`src/rtl/snc_pkg.sv`:
```
// Shared types, character codes and lookup functions of the serial name and coordinate parser.
package snc_pkg;

  typedef enum logic {
    OP_BYTE = 1'b0,
    OP_END  = 1'b1
  } op_t;

  typedef enum logic {
    KIND_COORD = 1'b0,
    KIND_NAME  = 1'b1
  } frame_kind_t;

  typedef enum logic [1:0] {
    MARK_NONE = 2'd0,
    MARK_X    = 2'd1,
    MARK_Y    = 2'd2
  } marker_t;

  typedef enum logic [1:0] {
    ST_IDLE,
    ST_READ,
    ST_SHOW
  } ctrl_state_t;

  typedef struct packed {
    logic take_byte;
    logic end_frame;
    logic rd_en;
    logic advance;
  } snc_cmd_t;

  typedef struct packed {
    logic last;
  } snc_stat_t;

  localparam logic [7:0] CH_HASH   = 8'h23;
  localparam logic [7:0] CH_DOLLAR = 8'h24;
  localparam logic [7:0] CH_CR     = 8'h0D;
  localparam logic [7:0] CH_LF     = 8'h0A;
  localparam logic [7:0] CH_ZERO   = 8'h30;
  localparam logic [7:0] CH_NINE   = 8'h39;

  localparam logic [2:0] PREFIX_LEN = 3'd5;
  localparam logic [2:0] NAME_POS   = 3'd6;
  localparam int         DEFAULT_LEN = 7;

  function automatic logic [7:0] prefix_char(input logic [2:0] pos);
    logic [7:0] c;
    case (pos)
      3'd0: c = 8'h4E;
      3'd1: c = 8'h41;
      3'd2: c = 8'h4D;
      3'd3: c = 8'h45;
      3'd4: c = 8'h3A;
      default: c = 8'h00;
    endcase
    return c;
  endfunction

  function automatic logic [7:0] default_char(input logic [5:0] idx);
    logic [7:0] c;
    case (idx)
      6'd0: c = 8'h4E;
      6'd1: c = 8'h6F;
      6'd2: c = 8'h20;
      6'd3: c = 8'h46;
      6'd4: c = 8'h61;
      6'd5: c = 8'h63;
      6'd6: c = 8'h65;
      default: c = 8'h00;
    endcase
    return c;
  endfunction

endpackage

```
`src/rtl/serial_name_coord_frame_parser.sv`:
```
// Top level of the serial name and coordinate frame parser.
// Each data beat is taken as it arrives while the input is not stalled. An
// end-of-frame beat starts a run of max(1, stored name length) result beats,
// during which the input is stalled; each result beat first reads the name
// memory into a register and is then shown, held while the result side stalls.
// A name frame rewrites the name memory as its bytes arrive, one byte per cycle.
module serial_name_coord_frame_parser #(
  parameter int MAX_DIGITS = 5,
  parameter int NAME_MAX   = 31
) (
  input  logic        clk,
  input  logic        rst_n,
  input  logic        in_valid,
  output logic        in_stall,
  input  logic        in_op,
  input  logic [7:0]  in_data_byte,
  output logic        out_valid,
  input  logic        out_stall,
  output logic        out_frame_kind,
  output logic [16:0] out_coord_x,
  output logic [16:0] out_coord_y,
  output logic [7:0]  out_name_char,
  output logic [4:0]  out_char_index,
  output logic        out_last
);

  snc_pkg::snc_cmd_t  cmd;
  snc_pkg::snc_stat_t stat;

  snc_ctrl u_ctrl (
    .clk       (clk),
    .rst_n     (rst_n),
    .in_valid  (in_valid),
    .in_stall  (in_stall),
    .in_op     (in_op),
    .out_valid (out_valid),
    .out_stall (out_stall),
    .stat      (stat),
    .cmd       (cmd)
  );

  snc_dp #(
    .MAX_DIGITS (MAX_DIGITS),
    .NAME_MAX   (NAME_MAX)
  ) u_dp (
    .clk            (clk),
    .rst_n          (rst_n),
    .cmd            (cmd),
    .stat           (stat),
    .in_data_byte   (in_data_byte),
    .out_frame_kind (out_frame_kind),
    .out_coord_x    (out_coord_x),
    .out_coord_y    (out_coord_y),
    .out_name_char  (out_name_char),
    .out_char_index (out_char_index),
    .out_last       (out_last)
  );

endmodule

```
`src/rtl/snc_ctrl.sv`:
```
// Controller state machine that sequences byte intake and the result run.
module snc_ctrl (
  input  logic                clk,
  input  logic                rst_n,
  input  logic                in_valid,
  output logic                in_stall,
  input  logic                in_op,
  output logic                out_valid,
  input  logic                out_stall,
  input  snc_pkg::snc_stat_t  stat,
  output snc_pkg::snc_cmd_t   cmd
);

  snc_pkg::ctrl_state_t state_r;
  snc_pkg::ctrl_state_t state_nxt;
  logic                 in_fire;

  assign in_fire = in_valid && (state_r == snc_pkg::ST_IDLE);

  always_ff @(posedge clk) begin
    if (!rst_n) begin
      state_r <= snc_pkg::ST_IDLE;
    end else begin
      state_r <= state_nxt;
    end
  end

  always_comb begin
    state_nxt = state_r;
    case (state_r)
      snc_pkg::ST_IDLE: begin
        if (in_fire && (in_op == snc_pkg::OP_END)) begin
          state_nxt = snc_pkg::ST_READ;
        end
      end
      snc_pkg::ST_READ: begin
        state_nxt = snc_pkg::ST_SHOW;
      end
      snc_pkg::ST_SHOW: begin
        if (!out_stall) begin
          state_nxt = stat.last ? snc_pkg::ST_IDLE : snc_pkg::ST_READ;
        end
      end
      default: begin
        state_nxt = snc_pkg::ST_IDLE;
      end
    endcase
  end

  always_comb begin
    cmd       = '0;
    in_stall  = 1'b1;
    out_valid = 1'b0;
    case (state_r)
      snc_pkg::ST_IDLE: begin
        in_stall      = 1'b0;
        cmd.take_byte = in_fire && (in_op == snc_pkg::OP_BYTE);
        cmd.end_frame = in_fire && (in_op == snc_pkg::OP_END);
      end
      snc_pkg::ST_READ: begin
        cmd.rd_en = 1'b1;
      end
      snc_pkg::ST_SHOW: begin
        out_valid   = 1'b1;
        cmd.advance = !out_stall && !stat.last;
      end
      default: begin
        cmd = '0;
      end
    endcase
  end

  a_one_cmd: assert property (@(posedge clk) disable iff (!rst_n)
    $onehot0({cmd.take_byte, cmd.end_frame, cmd.rd_en, cmd.advance}))
    else $error("more than one datapath command at once");

  a_read_then_show: assert property (@(posedge clk) disable iff (!rst_n)
    cmd.rd_en |=> out_valid)
    else $error("name read not followed by a result");

  a_end_starts_run: assert property (@(posedge clk) disable iff (!rst_n)
    cmd.end_frame |=> cmd.rd_en)
    else $error("frame end did not start a result run");

endmodule

```
`src/rtl/snc_dp.sv`:
```
// Datapath holding frame parse state, coordinates, the name memory and result fields.
module snc_dp #(
  parameter int MAX_DIGITS = 5,
  parameter int NAME_MAX   = 31
) (
  input  logic                clk,
  input  logic                rst_n,
  input  snc_pkg::snc_cmd_t   cmd,
  output snc_pkg::snc_stat_t  stat,
  input  logic [7:0]          in_data_byte,
  output logic                out_frame_kind,
  output logic [16:0]         out_coord_x,
  output logic [16:0]         out_coord_y,
  output logic [7:0]          out_name_char,
  output logic [4:0]          out_char_index,
  output logic                out_last
);

  localparam int LEN_W   = $clog2(NAME_MAX + 1);
  localparam int IDX_W   = (NAME_MAX > 1) ? $clog2(NAME_MAX) : 1;
  localparam int DIG_W   = $clog2(MAX_DIGITS + 1);
  localparam int DEF_LEN = (NAME_MAX < snc_pkg::DEFAULT_LEN) ? NAME_MAX : snc_pkg::DEFAULT_LEN;

  logic [7:0]       name_mem [NAME_MAX];
  logic [7:0]       rd_data_r;

  logic [16:0]      x_r, x_nxt, y_r, y_nxt;
  logic [16:0]      x_acc_r, x_acc_nxt, y_acc_r, y_acc_nxt;
  logic [DIG_W-1:0] x_dig_r, x_dig_nxt, y_dig_r, y_dig_nxt;
  logic [LEN_W-1:0] len_r, len_nxt;
  logic [IDX_W-1:0] idx_r, idx_nxt;
  logic [2:0]       bp_r, bp_nxt;
  logic             prefix_r, prefix_nxt;
  logic             stopped_r, stopped_nxt;
  logic             def_r, def_nxt;
  logic             kind_r, kind_nxt;
  snc_pkg::marker_t mark_r, mark_nxt;

  logic             mem_we;
  logic [IDX_W-1:0] mem_wa;
  logic             name_start;
  logic             name_byte;
  logic             is_digit;
  logic [3:0]       digit;
  logic [LEN_W-1:0] cur_len;
  logic             cur_stopped;
  logic             empty;

  assign is_digit    = (in_data_byte >= snc_pkg::CH_ZERO) && (in_data_byte <= snc_pkg::CH_NINE);
  assign digit       = 4'(in_data_byte - snc_pkg::CH_ZERO);
  assign name_start  = (bp_r == snc_pkg::PREFIX_LEN) && prefix_r;
  assign cur_len     = name_start ? '0 : len_r;
  assign cur_stopped = name_start ? 1'b0 : stopped_r;
  assign name_byte   = (bp_r >= snc_pkg::PREFIX_LEN) && prefix_r && !cur_stopped;
  assign mem_wa      = cur_len[IDX_W-1:0];
  assign empty       = (len_r == '0);

  always_comb begin
    x_nxt       = x_r;
    y_nxt       = y_r;
    x_acc_nxt   = x_acc_r;
    y_acc_nxt   = y_acc_r;
    x_dig_nxt   = x_dig_r;
    y_dig_nxt   = y_dig_r;
    len_nxt     = len_r;
    idx_nxt     = idx_r;
    bp_nxt      = bp_r;
    prefix_nxt  = prefix_r;
    stopped_nxt = stopped_r;
    def_nxt     = def_r;
    kind_nxt    = kind_r;
    mark_nxt    = mark_r;
    mem_we      = 1'b0;
    if (cmd.take_byte) begin
      if ((bp_r < snc_pkg::PREFIX_LEN) && (in_data_byte != snc_pkg::prefix_char(bp_r))) begin
        prefix_nxt = 1'b0;
      end
      if (name_start) begin
        def_nxt     = 1'b0;
        len_nxt     = '0;
        stopped_nxt = 1'b0;
      end
      if (name_byte) begin
        if ((in_data_byte == snc_pkg::CH_CR) || (in_data_byte == snc_pkg::CH_LF)) begin
          stopped_nxt = 1'b1;
        end else if (cur_len < LEN_W'(NAME_MAX)) begin
          mem_we  = 1'b1;
          len_nxt = cur_len + 1'b1;
        end
      end
      if (is_digit) begin
        if (mark_r == snc_pkg::MARK_X) begin
          if (x_dig_r < DIG_W'(MAX_DIGITS)) begin
            x_acc_nxt = 17'(x_acc_r * 17'd10) + 17'(digit);
            x_dig_nxt = x_dig_r + 1'b1;
          end
        end else if (y_dig_r < DIG_W'(MAX_DIGITS)) begin
          y_acc_nxt = 17'(y_acc_r * 17'd10) + 17'(digit);
          y_dig_nxt = y_dig_r + 1'b1;
        end
      end else if (in_data_byte == snc_pkg::CH_HASH) begin
        mark_nxt = snc_pkg::MARK_X;
      end else if (in_data_byte == snc_pkg::CH_DOLLAR) begin
        mark_nxt = snc_pkg::MARK_Y;
      end
      if (bp_r < snc_pkg::NAME_POS) begin
        bp_nxt = bp_r + 3'd1;
      end
    end else if (cmd.end_frame) begin
      kind_nxt = ((bp_r == snc_pkg::NAME_POS) && prefix_r) ? snc_pkg::KIND_NAME
                                                          : snc_pkg::KIND_COORD;
      if (!((bp_r == snc_pkg::NAME_POS) && prefix_r)) begin
        x_nxt = x_acc_r;
        y_nxt = y_acc_r;
      end
      bp_nxt      = '0;
      prefix_nxt  = 1'b1;
      stopped_nxt = 1'b0;
      mark_nxt    = snc_pkg::MARK_NONE;
      x_acc_nxt   = '0;
      y_acc_nxt   = '0;
      x_dig_nxt   = '0;
      y_dig_nxt   = '0;
      idx_nxt     = '0;
    end else if (cmd.advance) begin
      idx_nxt = idx_r + 1'b1;
    end
  end

  always_ff @(posedge clk) begin
    if (!rst_n) begin
      x_r       <= '0;
      y_r       <= '0;
      x_acc_r   <= '0;
      y_acc_r   <= '0;
      x_dig_r   <= '0;
      y_dig_r   <= '0;
      len_r     <= LEN_W'(DEF_LEN);
      idx_r     <= '0;
      bp_r      <= '0;
      prefix_r  <= 1'b1;
      stopped_r <= 1'b0;
      def_r     <= 1'b1;
      kind_r    <= snc_pkg::KIND_COORD;
      mark_r    <= snc_pkg::MARK_NONE;
    end else begin
      x_r       <= x_nxt;
      y_r       <= y_nxt;
      x_acc_r   <= x_acc_nxt;
      y_acc_r   <= y_acc_nxt;
      x_dig_r   <= x_dig_nxt;
      y_dig_r   <= y_dig_nxt;
      len_r     <= len_nxt;
      idx_r     <= idx_nxt;
      bp_r      <= bp_nxt;
      prefix_r  <= prefix_nxt;
      stopped_r <= stopped_nxt;
      def_r     <= def_nxt;
      kind_r    <= kind_nxt;
      mark_r    <= mark_nxt;
    end
  end

  always_ff @(posedge clk) begin
    if (mem_we) begin
      name_mem[mem_wa] <= in_data_byte;
    end
  end

  always_ff @(posedge clk) begin
    if (cmd.rd_en) begin
      rd_data_r <= name_mem[idx_r];
    end
  end

  assign stat.last      = empty || ((LEN_W'(idx_r) + 1'b1) == len_r);
  assign out_frame_kind = kind_r;
  assign out_coord_x    = x_r;
  assign out_coord_y    = y_r;
  assign out_char_index = 5'(idx_r);
  assign out_last       = stat.last;
  assign out_name_char  = empty ? 8'h00 : (def_r ? snc_pkg::default_char(6'(idx_r)) : rd_data_r);

  a_len_bound: assert property (@(posedge clk) disable iff (!rst_n)
    len_r <= LEN_W'(NAME_MAX))
    else $error("name length beyond capacity");

  a_digit_bound: assert property (@(posedge clk) disable iff (!rst_n)
    (x_dig_r <= DIG_W'(MAX_DIGITS)) && (y_dig_r <= DIG_W'(MAX_DIGITS)))
    else $error("digit count beyond limit");

  a_end_clears: assert property (@(posedge clk) disable iff (!rst_n)
    cmd.end_frame |=> (bp_r == 3'd0) && (x_acc_r == 17'd0) && (y_acc_r == 17'd0))
    else $error("frame state not cleared at frame end");

  a_name_keeps_coords: assert property (@(posedge clk) disable iff (!rst_n)
    (cmd.end_frame && (bp_r == snc_pkg::NAME_POS) && prefix_r) |=> $stable(x_r) && $stable(y_r))
    else $error("name frame changed stored coordinates");

endmodule
```
`config.mk`:
```
export PLATFORM = sky130hd
export DESIGN_NAME = serial_name_coord_frame_parser
export DESIGN_NICKNAME = d
export VERILOG_FILES = /design/src/rtl/snc_pkg.sv /design/src/rtl/serial_name_coord_frame_parser.sv /design/src/rtl/snc_ctrl.sv /design/src/rtl/snc_dp.sv
export SDC_FILE = /design/constraint.sdc
export NUM_CORES = 1
export LEC_CHECK = 0
export BUFFER_PORTS_ARGS = -buffer_cell sky130_fd_sc_hd__buf_2
export CORE_MARGIN = 1.5
export CORE_UTILIZATION = 65
export CTS_CLUSTER_SIZE = 8
export DETAILED_ROUTE_END_ITERATION = 6
export PLACE_DENSITY = 0.94
export SKIP_CTS_REPAIR_TIMING = 1
export SKIP_LAST_GASP = 1
export SYNTH_ARGS = -nofsm -noshare
export SYNTH_HDL_FRONTEND = slang
export SYNTH_SLANG_ARGS = --single-unit
```
`constraint.sdc`:
```
create_clock -name clk -period 5.9 [get_ports clk]
set_input_delay 0.59 -clock clk [delete_from_list [all_inputs] [get_ports clk]]
set_output_delay 0.59 -clock clk [all_outputs]
set_load 0.01 [all_outputs]
```
==> results.yml, run 1 <==
synth:
  yosys.area_share.simple_pct: 11.0
  synth_fa_ha_area_share_pct: 5.86
  syn_area_per_cell_um2: 13.3
  synth_compound_area_share_pct: 9.05
  synth_seq_cells: 351
  synth_xor_area_share_pct: 3.05
  synth_warnings: 0
  synth_ff_type: "edfxtp_1"
  synth_top_cell_by_area: "edfxtp_1"
  syn_nets: 1326
  syn_inst: 1238
  async_flop_share_pct: 0
  synth_edf_count: 256
  synth_top_area_share_pct: 46.6
  synth_top_family_by_area: "multiplexers"
  synth_mux_area_share_pct: 11.1
  synth_most_common_cell: "edfxtp_1"
  synth_area_um2: 16500
  synthDistinctLibCells: 72
  synthTopCellsByCount: "256 x edfxtp_1, 117 x nand2_1, 95 x dfxtp_1"
  seq_area_frac_synth_pct: 58.1
  synthTopCellsByArea: "edfxtp_1 47%, dfxtp_1 12%, mux4_2 9.8%"
pwr:
  powerDensity_nw_per_um2: 291
  p_leak_nw: 6.44
  power_mw: 5.35
  peakVddDrop_v: 0.000241
final_layout:
  nets: 1388
  diodes: 0
  area_growth_pct: 11.3
  post-route-util_pct: 73.4
  layoutNonFillerInstCount: 1642
  num-fill-cells: 1392
  drive_gt1_share_pct: 16.6
clocking:
  cts_buffers: 49
  cts.path.max_buffers: 3
  clkTransAtPathRegs_ns: 0.05
  worstSkewPairLatency_ns: 0.58
  htreeDepth: 2
  cts_sinks: 351
  cts_tree: "done"
  cts_root_buf: "clkbuf_16"
global_routing:
  track_usage_pct: 36.0
  overflow: 0
  antenna_found_initial: 2
  grt_max_degree: 78
  grt_pass1_wl_um: 70500
  first_global_vias: 11800
die:
  core_um2: 25000
  dieArea_um2: 26400
  fp.dieW_um: 162
  num_rows: 58
  io_pins: 64
  die_h_um: 162
  initial_core_util_pct: 66.0
setup_path:
  crit_type: "flop to flop"
  critPathLaunchType: "flop"
  arrival_ns: 4.14
  required_ns: 6.08
  endpoint_kind: "flop"
  crit_path_max_fanout: 11
timing:
  min_period_over_period_pct: 67.1
  rsz0062_at_grt: "false"
  tightest_slew_ns: 1.40
  finalHoldViolations: 0
  skew_ns: 0.0277
  finalSetupViolations: 0
  setup_ws_ns: 1.94
  tns_ns: 0
  finalCriticalPeriod_ns: 3.96
  max_slew_margin_pct: 6.18
  finalMaxSlewViolations: 0
  max_freq_mhz: 252
placement:
  hpwl_um: 25700
  numPortBuffers: 63
  gp_congestion: 0.899
  place_ws_ns: 2.06
  dp.cells: 1579
drt:
  antenna_left: 0
  drt-initial-drc-count: 2140
  dr_total_vias: 11800
  viasPerCell: 7.21
  wirelength_um: 46600
  wire_per_inst_um: 28.4
  firstDrtPassIters: 7
  drc: 47
outcome:
  status: "complete, but fails checks"
  violations: "DRC"
hold_path:
  hold_class: "input port to flop"
run:
  cap_violations: 0
-- metrics by stage --
stage | hold WS (ns) | area, µm²
floorplan | 0.441 | 16500
finish | 0.337 | 18400
global placement | 0.451 | 17100
CTS | 0.321 | 18400
detailed placement | 0.452 | 17100
global route | 0.362 | 18400
-- placed cells by master, fill, tap and decap left out, drive strengths merged, types with 21 or more instances in the layout --
cell type,instances
edfxtp,256
nand3,28
a22oi,30
o21ai,47
mux4,72
xnor2,33
a21boi,37
a21oi,38
nor2b,47
nor2,76
nand2,117
nor3,22
dfxtp,95
ha,71
buf,70
clkbuf,60
inv,21
-- critical path, stage by stage, from the launching register on --
cell and delay, ns:
dfxtp_1 0.40, inv_1 0.17, ha_1 0.29, nand3_1 0.49, nand2_1 0.43, nor2_1 0.12
nand3_1 0.18, and3_1 0.29, nand2_1 0.37, nor2_1 0.83
-- registers in the layout, indices dropped and copies added (netlist names) --
signal	count
u_dp.def_r	1
u_dp.stopped_r	1
u_dp.rd_data_r	8
u_dp.x_dig_r	3
u_dp.out_frame_kind	1
u_dp.name_mem	248
u_dp.x_acc_r	17
u_dp.prefix_r	1
u_dp.mark_r	2
u_dp.len_r	5
u_dp.out_char_index	5
u_dp.bp_r	3
u_ctrl.state_r	2
u_dp.out_coord_x	17
u_dp.out_coord_y	17
u_dp.y_dig_r	3
u_dp.y_acc_r	17
-- cell families after synthesis --
family          after synthesis
flops                       351
simple gates                365
mux                          92
buf+inv                      78
compound gates              223
xor+xnor                     54
fa+ha+maj                    75
-- power breakdown --
| part | internal, mW | total (mW) | switching (mW) |
|---|---|---|---|
| sequential | 2.65 | 2.66 | 0.00732 |
| clock | 1.49 | 2.54 | 1.04 |
| combinational | 0.0399 | 0.152 | 0.112 |
-- path summary, 6_finish.rpt --
check / start / end / slack [ns] / cells past startpoint
worst max-delay path: u_dp.bp_r[1] / u_dp.name_mem[2][5] / 1.94 / 9
worst min-delay path: out_stall / u_ctrl.state_r[1] / 0.34 / 3
worst max register to register: u_dp.bp_r[1] / u_dp.name_mem[2][5] / 1.94 / 9
worst min register to register: u_dp.out_coord_y[14] / u_dp.out_coord_y[14] / 0.46 / 2
-- metal layers --
metal / GRT usage [%] / up-vias / part of all wire [%]
li1: - / 4811 / -
met1: 46.0 / 5620 / 35
met2: 54.1 / 1072 / 45
met3: 10.6 / 331 / 13
met4: 23.2 / 4 / 7.2
met5: 0.758 / - / 0.045
-- final cells by class --
type,count,area (µm²),area share (%)
sequential,351,9590,52.2
clock buffer,60,1270,6.89
timing repair buffer,70,368,2.00
tap,330,413,2.25
multi-input combinational,809,6610,36.0
inverter,19,71.3,0.388
clock inverter,3,58.8,0.320
No activity file was read; power rests on OpenSTA's default activity.
==> inputs of run 2 (changes only) <==
ABC_AREA = 1   (was unset)
CORE_UTILIZATION = 62   (was 65)
PLACE_DENSITY = 0.91   (was 0.94)
clock period = 4.15 ns   (was 5.9 ns; I/O delays follow)
==> run 2 against run 1 <==
  * The run now ends clean
  * Wire length fell by 3.8%
  * Synthesized cell count increased by 44%
  * Critical path depth shrank 1
  * Die area grew 6.1%
  * Register-to-register slack worse by 0.98 ns
  * Critical endpoint is now out_last
  * Synthesized area up 1.3%
  * Count of clock-buffer cells in the layout stayed put
  * Clock power rose by 37%
  * Combinational power rose by 110%
  * Sequential power up 44%
==> results.yml, run 2 <==
setup_path:
  critPathLaunchType: "flop"
  cp_common_cell: "nand2_1"
  crit_type: "flop to output pin"
  arrival_ns: 3.14
  critPathSlowestCell: "buf_4"
  max_stage_delay_ns: 0.71
  required_ns: 3.73
  path_cells: "buf_4 > nand3_1 > xor2_1 > nor2_1 > nor3_1 > nand2_1 > nand2_1 > buf_2"
  crit_path_max_fanout: 83
  endpoint_kind: "output pin"
timing:
  finalHoldViolations: 0
  setup_ws_ns: 0.593
  finalCriticalPeriod_ns: 3.56
  max_freq_mhz: 281
  finalSetupViolations: 0
  finalMaxSlewViolations: 0
  max_slew_margin_pct: 22.5
  min_period_over_period_pct: 85.7
  rsz0062_at_grt: "false"
  tns_ns: 0
  tightest_slew_ns: 1.16
  skew_ns: 0.0220
clocking:
  clkTransAtPathRegs_ns: 0.05
  cts.path.max_buffers: 3
  cts_tree: "done"
  cts_sinks: 351
  cts_buffers: 49
  cts_root_buf: "clkbuf_16"
  htreeDepth: 2
  worstSkewPairLatency_ns: 0.56
placement:
  place_area_um2: 17300
  dp.cells: 2122
  numPortBuffers: 63
  hpwl_um: 28100
  gp_congestion: 0.927
  place_ws_ns: 1.01
die:
  dieArea_um2: 28000
  num_rows: 59
  initial_core_util_pct: 63.6
  die_h_um: 167
  fp.dieW_um: 167
  core_um2: 26300
  io_pins: 64
global_routing:
  overflow: 0
  grt_pass1_wl_um: 69700
  grt_max_degree: 84
  track_usage_pct: 31.8
  antenna_found_initial: 0
  first_global_vias: 13300
drt:
  drt-initial-drc-count: 1741
  wire_per_inst_um: 20.5
  wirelength_um: 44800
  dr_total_vias: 13900
  firstDrtPassIters: 6
  viasPerCell: 6.39
  antenna_left: 0
  drc: 0
synth:
  synth_seq_cells: 351
  async_flop_share_pct: 0
  seq_area_frac_synth_pct: 57.3
  synth_ff_type: "edfxtp_1"
  synthDistinctLibCells: 44
  synthTopCellsByCount: "328 x nand2_1, 288 x nor2_1, 256 x edfxtp_1"
  synth_top_area_share_pct: 46.0
  syn_inst: 1777
  syn_nets: 1865
  synth_area_um2: 16700
  synth_edf_count: 256
  synthTopCellsByArea: "edfxtp_1 46%, dfxtp_1 11%, nand2_1 7.4%"
  synth_warnings: 0
  synth_top_cell_by_area: "edfxtp_1"
  synth_most_common_cell: "nand2_1"
  syn_area_per_cell_um2: 9.41
final_layout:
  largest_reg_flops: 248
  regMostFlops: "u_dp.name_mem"
  area_growth_pct: 11.3
  diodes: 0
  layout.cell_area.non_filler_um2: 18600
  num-fill-cells: 1722
  layout_commonest_cell: "nand2_1"
  drive_gt1_share_pct: 8.60
  nets: 1926
  layoutNonFillerInstCount: 2184
  final_cell_mix: "328 x nand2_1, 288 x nor2_1, 256 x edfxtp_1, 178 x o21ai_0, 112 x inv_1"
pwr:
  swShare_pct: 21.6
  pwr-share-comb_pct: 4.3
  powerDensity_nw_per_um2: 410
  power_frac_seq_pct: 50.1
  p_leak_nw: 7.51
  power_mw: 7.63
  cell_internal_pwr_mw: 5.98
  switchingPower_mw: 1.65
  peakVddDrop_v: 0.000317
  clockPowerShare_pct: 45.7
outcome:
  status: "complete, no violations"
run:
  cap_violations: 0
hold_path:
  hold_class: "input port to flop"
==> run 2: cell count changes in the layout (fill, tap and decap cells not counted), sizes merged, moves of 33 or more <==
cell	delta
a21boi	-33
nor2	+213
nand2	+212
o22ai	+42
nor2b	-47
o21ai	+131
nand3	+66
inv	+98
a21oi	+49
mux4	-72
==> run 2: area by class of cell <==
class                      count  area (µm²)  share of cell area, %
sequential                   351        9590                   51.5
multi-input combinational   1236        6410                   34.4
clock buffer                  60        1270                   6.81
timing repair buffer          82         470                   2.53
inverter                     118         444                   2.39
tap                          335         419                   2.25
clock inverter                 2        17.5                 0.0941
==> run 2: routing by layer <==
metal	up-vias	part of all wire, %	GRT usage [%]
li1	6291	-	-
met5	-	0	0
met3	196	12	7.16
met1	6485	37	39.8
met2	973	46	53.1
met4	0	4.9	14.6
==> run 2: path summary, 6_finish.rpt <==
path,slack [ns],from,cells after the start,end
setup / recovery,0.59,u_dp.out_char_index[0],8,out_last
hold / removal,0.16,out_stall,3,u_ctrl.state_r[1]
setup reg to reg,0.96,u_dp.bp_r[2],10,u_dp.name_mem[0][5]
hold reg to reg,0.46,u_dp.y_dig_r[2],1,u_dp.y_dig_r[2]
==> run 2: cell families after synthesis <==
group                      Yosys count  share of synthesized area [%]
AOI/OAI and AO/OA                  376                           12.7
xor gates and xnor gates            18                          0.943
and+or+nand+nor                    767                           18.9
buffers and inverters              190                           4.37
adders and majority gates           75                           5.79
DFF                                351                           57.3
==> run 2: worst max-delay path: cells and delay by family (launching register included) <==
kind,cells,cell delay (ns)
simple gates,5,0.74
xor+xnor,1,0.31
buf+inv,2,0.87
flops,1,0.63
==> run 2: power groups by stage <==
stage	registers (mW)	logic [mW]	clock network, mW
3_3_place_gp	3.88	0.303	0
4_1_cts	3.82	0.316	3.47
6_report	3.82	0.324	3.48
3_5_place_dp	3.89	0.310	0
5_1_grt	3.82	0.351	3.62
2_1_floorplan	3.89	0.161	0
==> run 2: through the flow <==
stage | utilization, % | hold WS [ns]
after floorplan | - | 0.415
after global placement | 66.0 | 0.428
after detailed placement | 66.0 | 0.444
after CTS | 70.9 | 0.143
after global routing | 70.9 | 0.179
final | 70.9 | 0.155
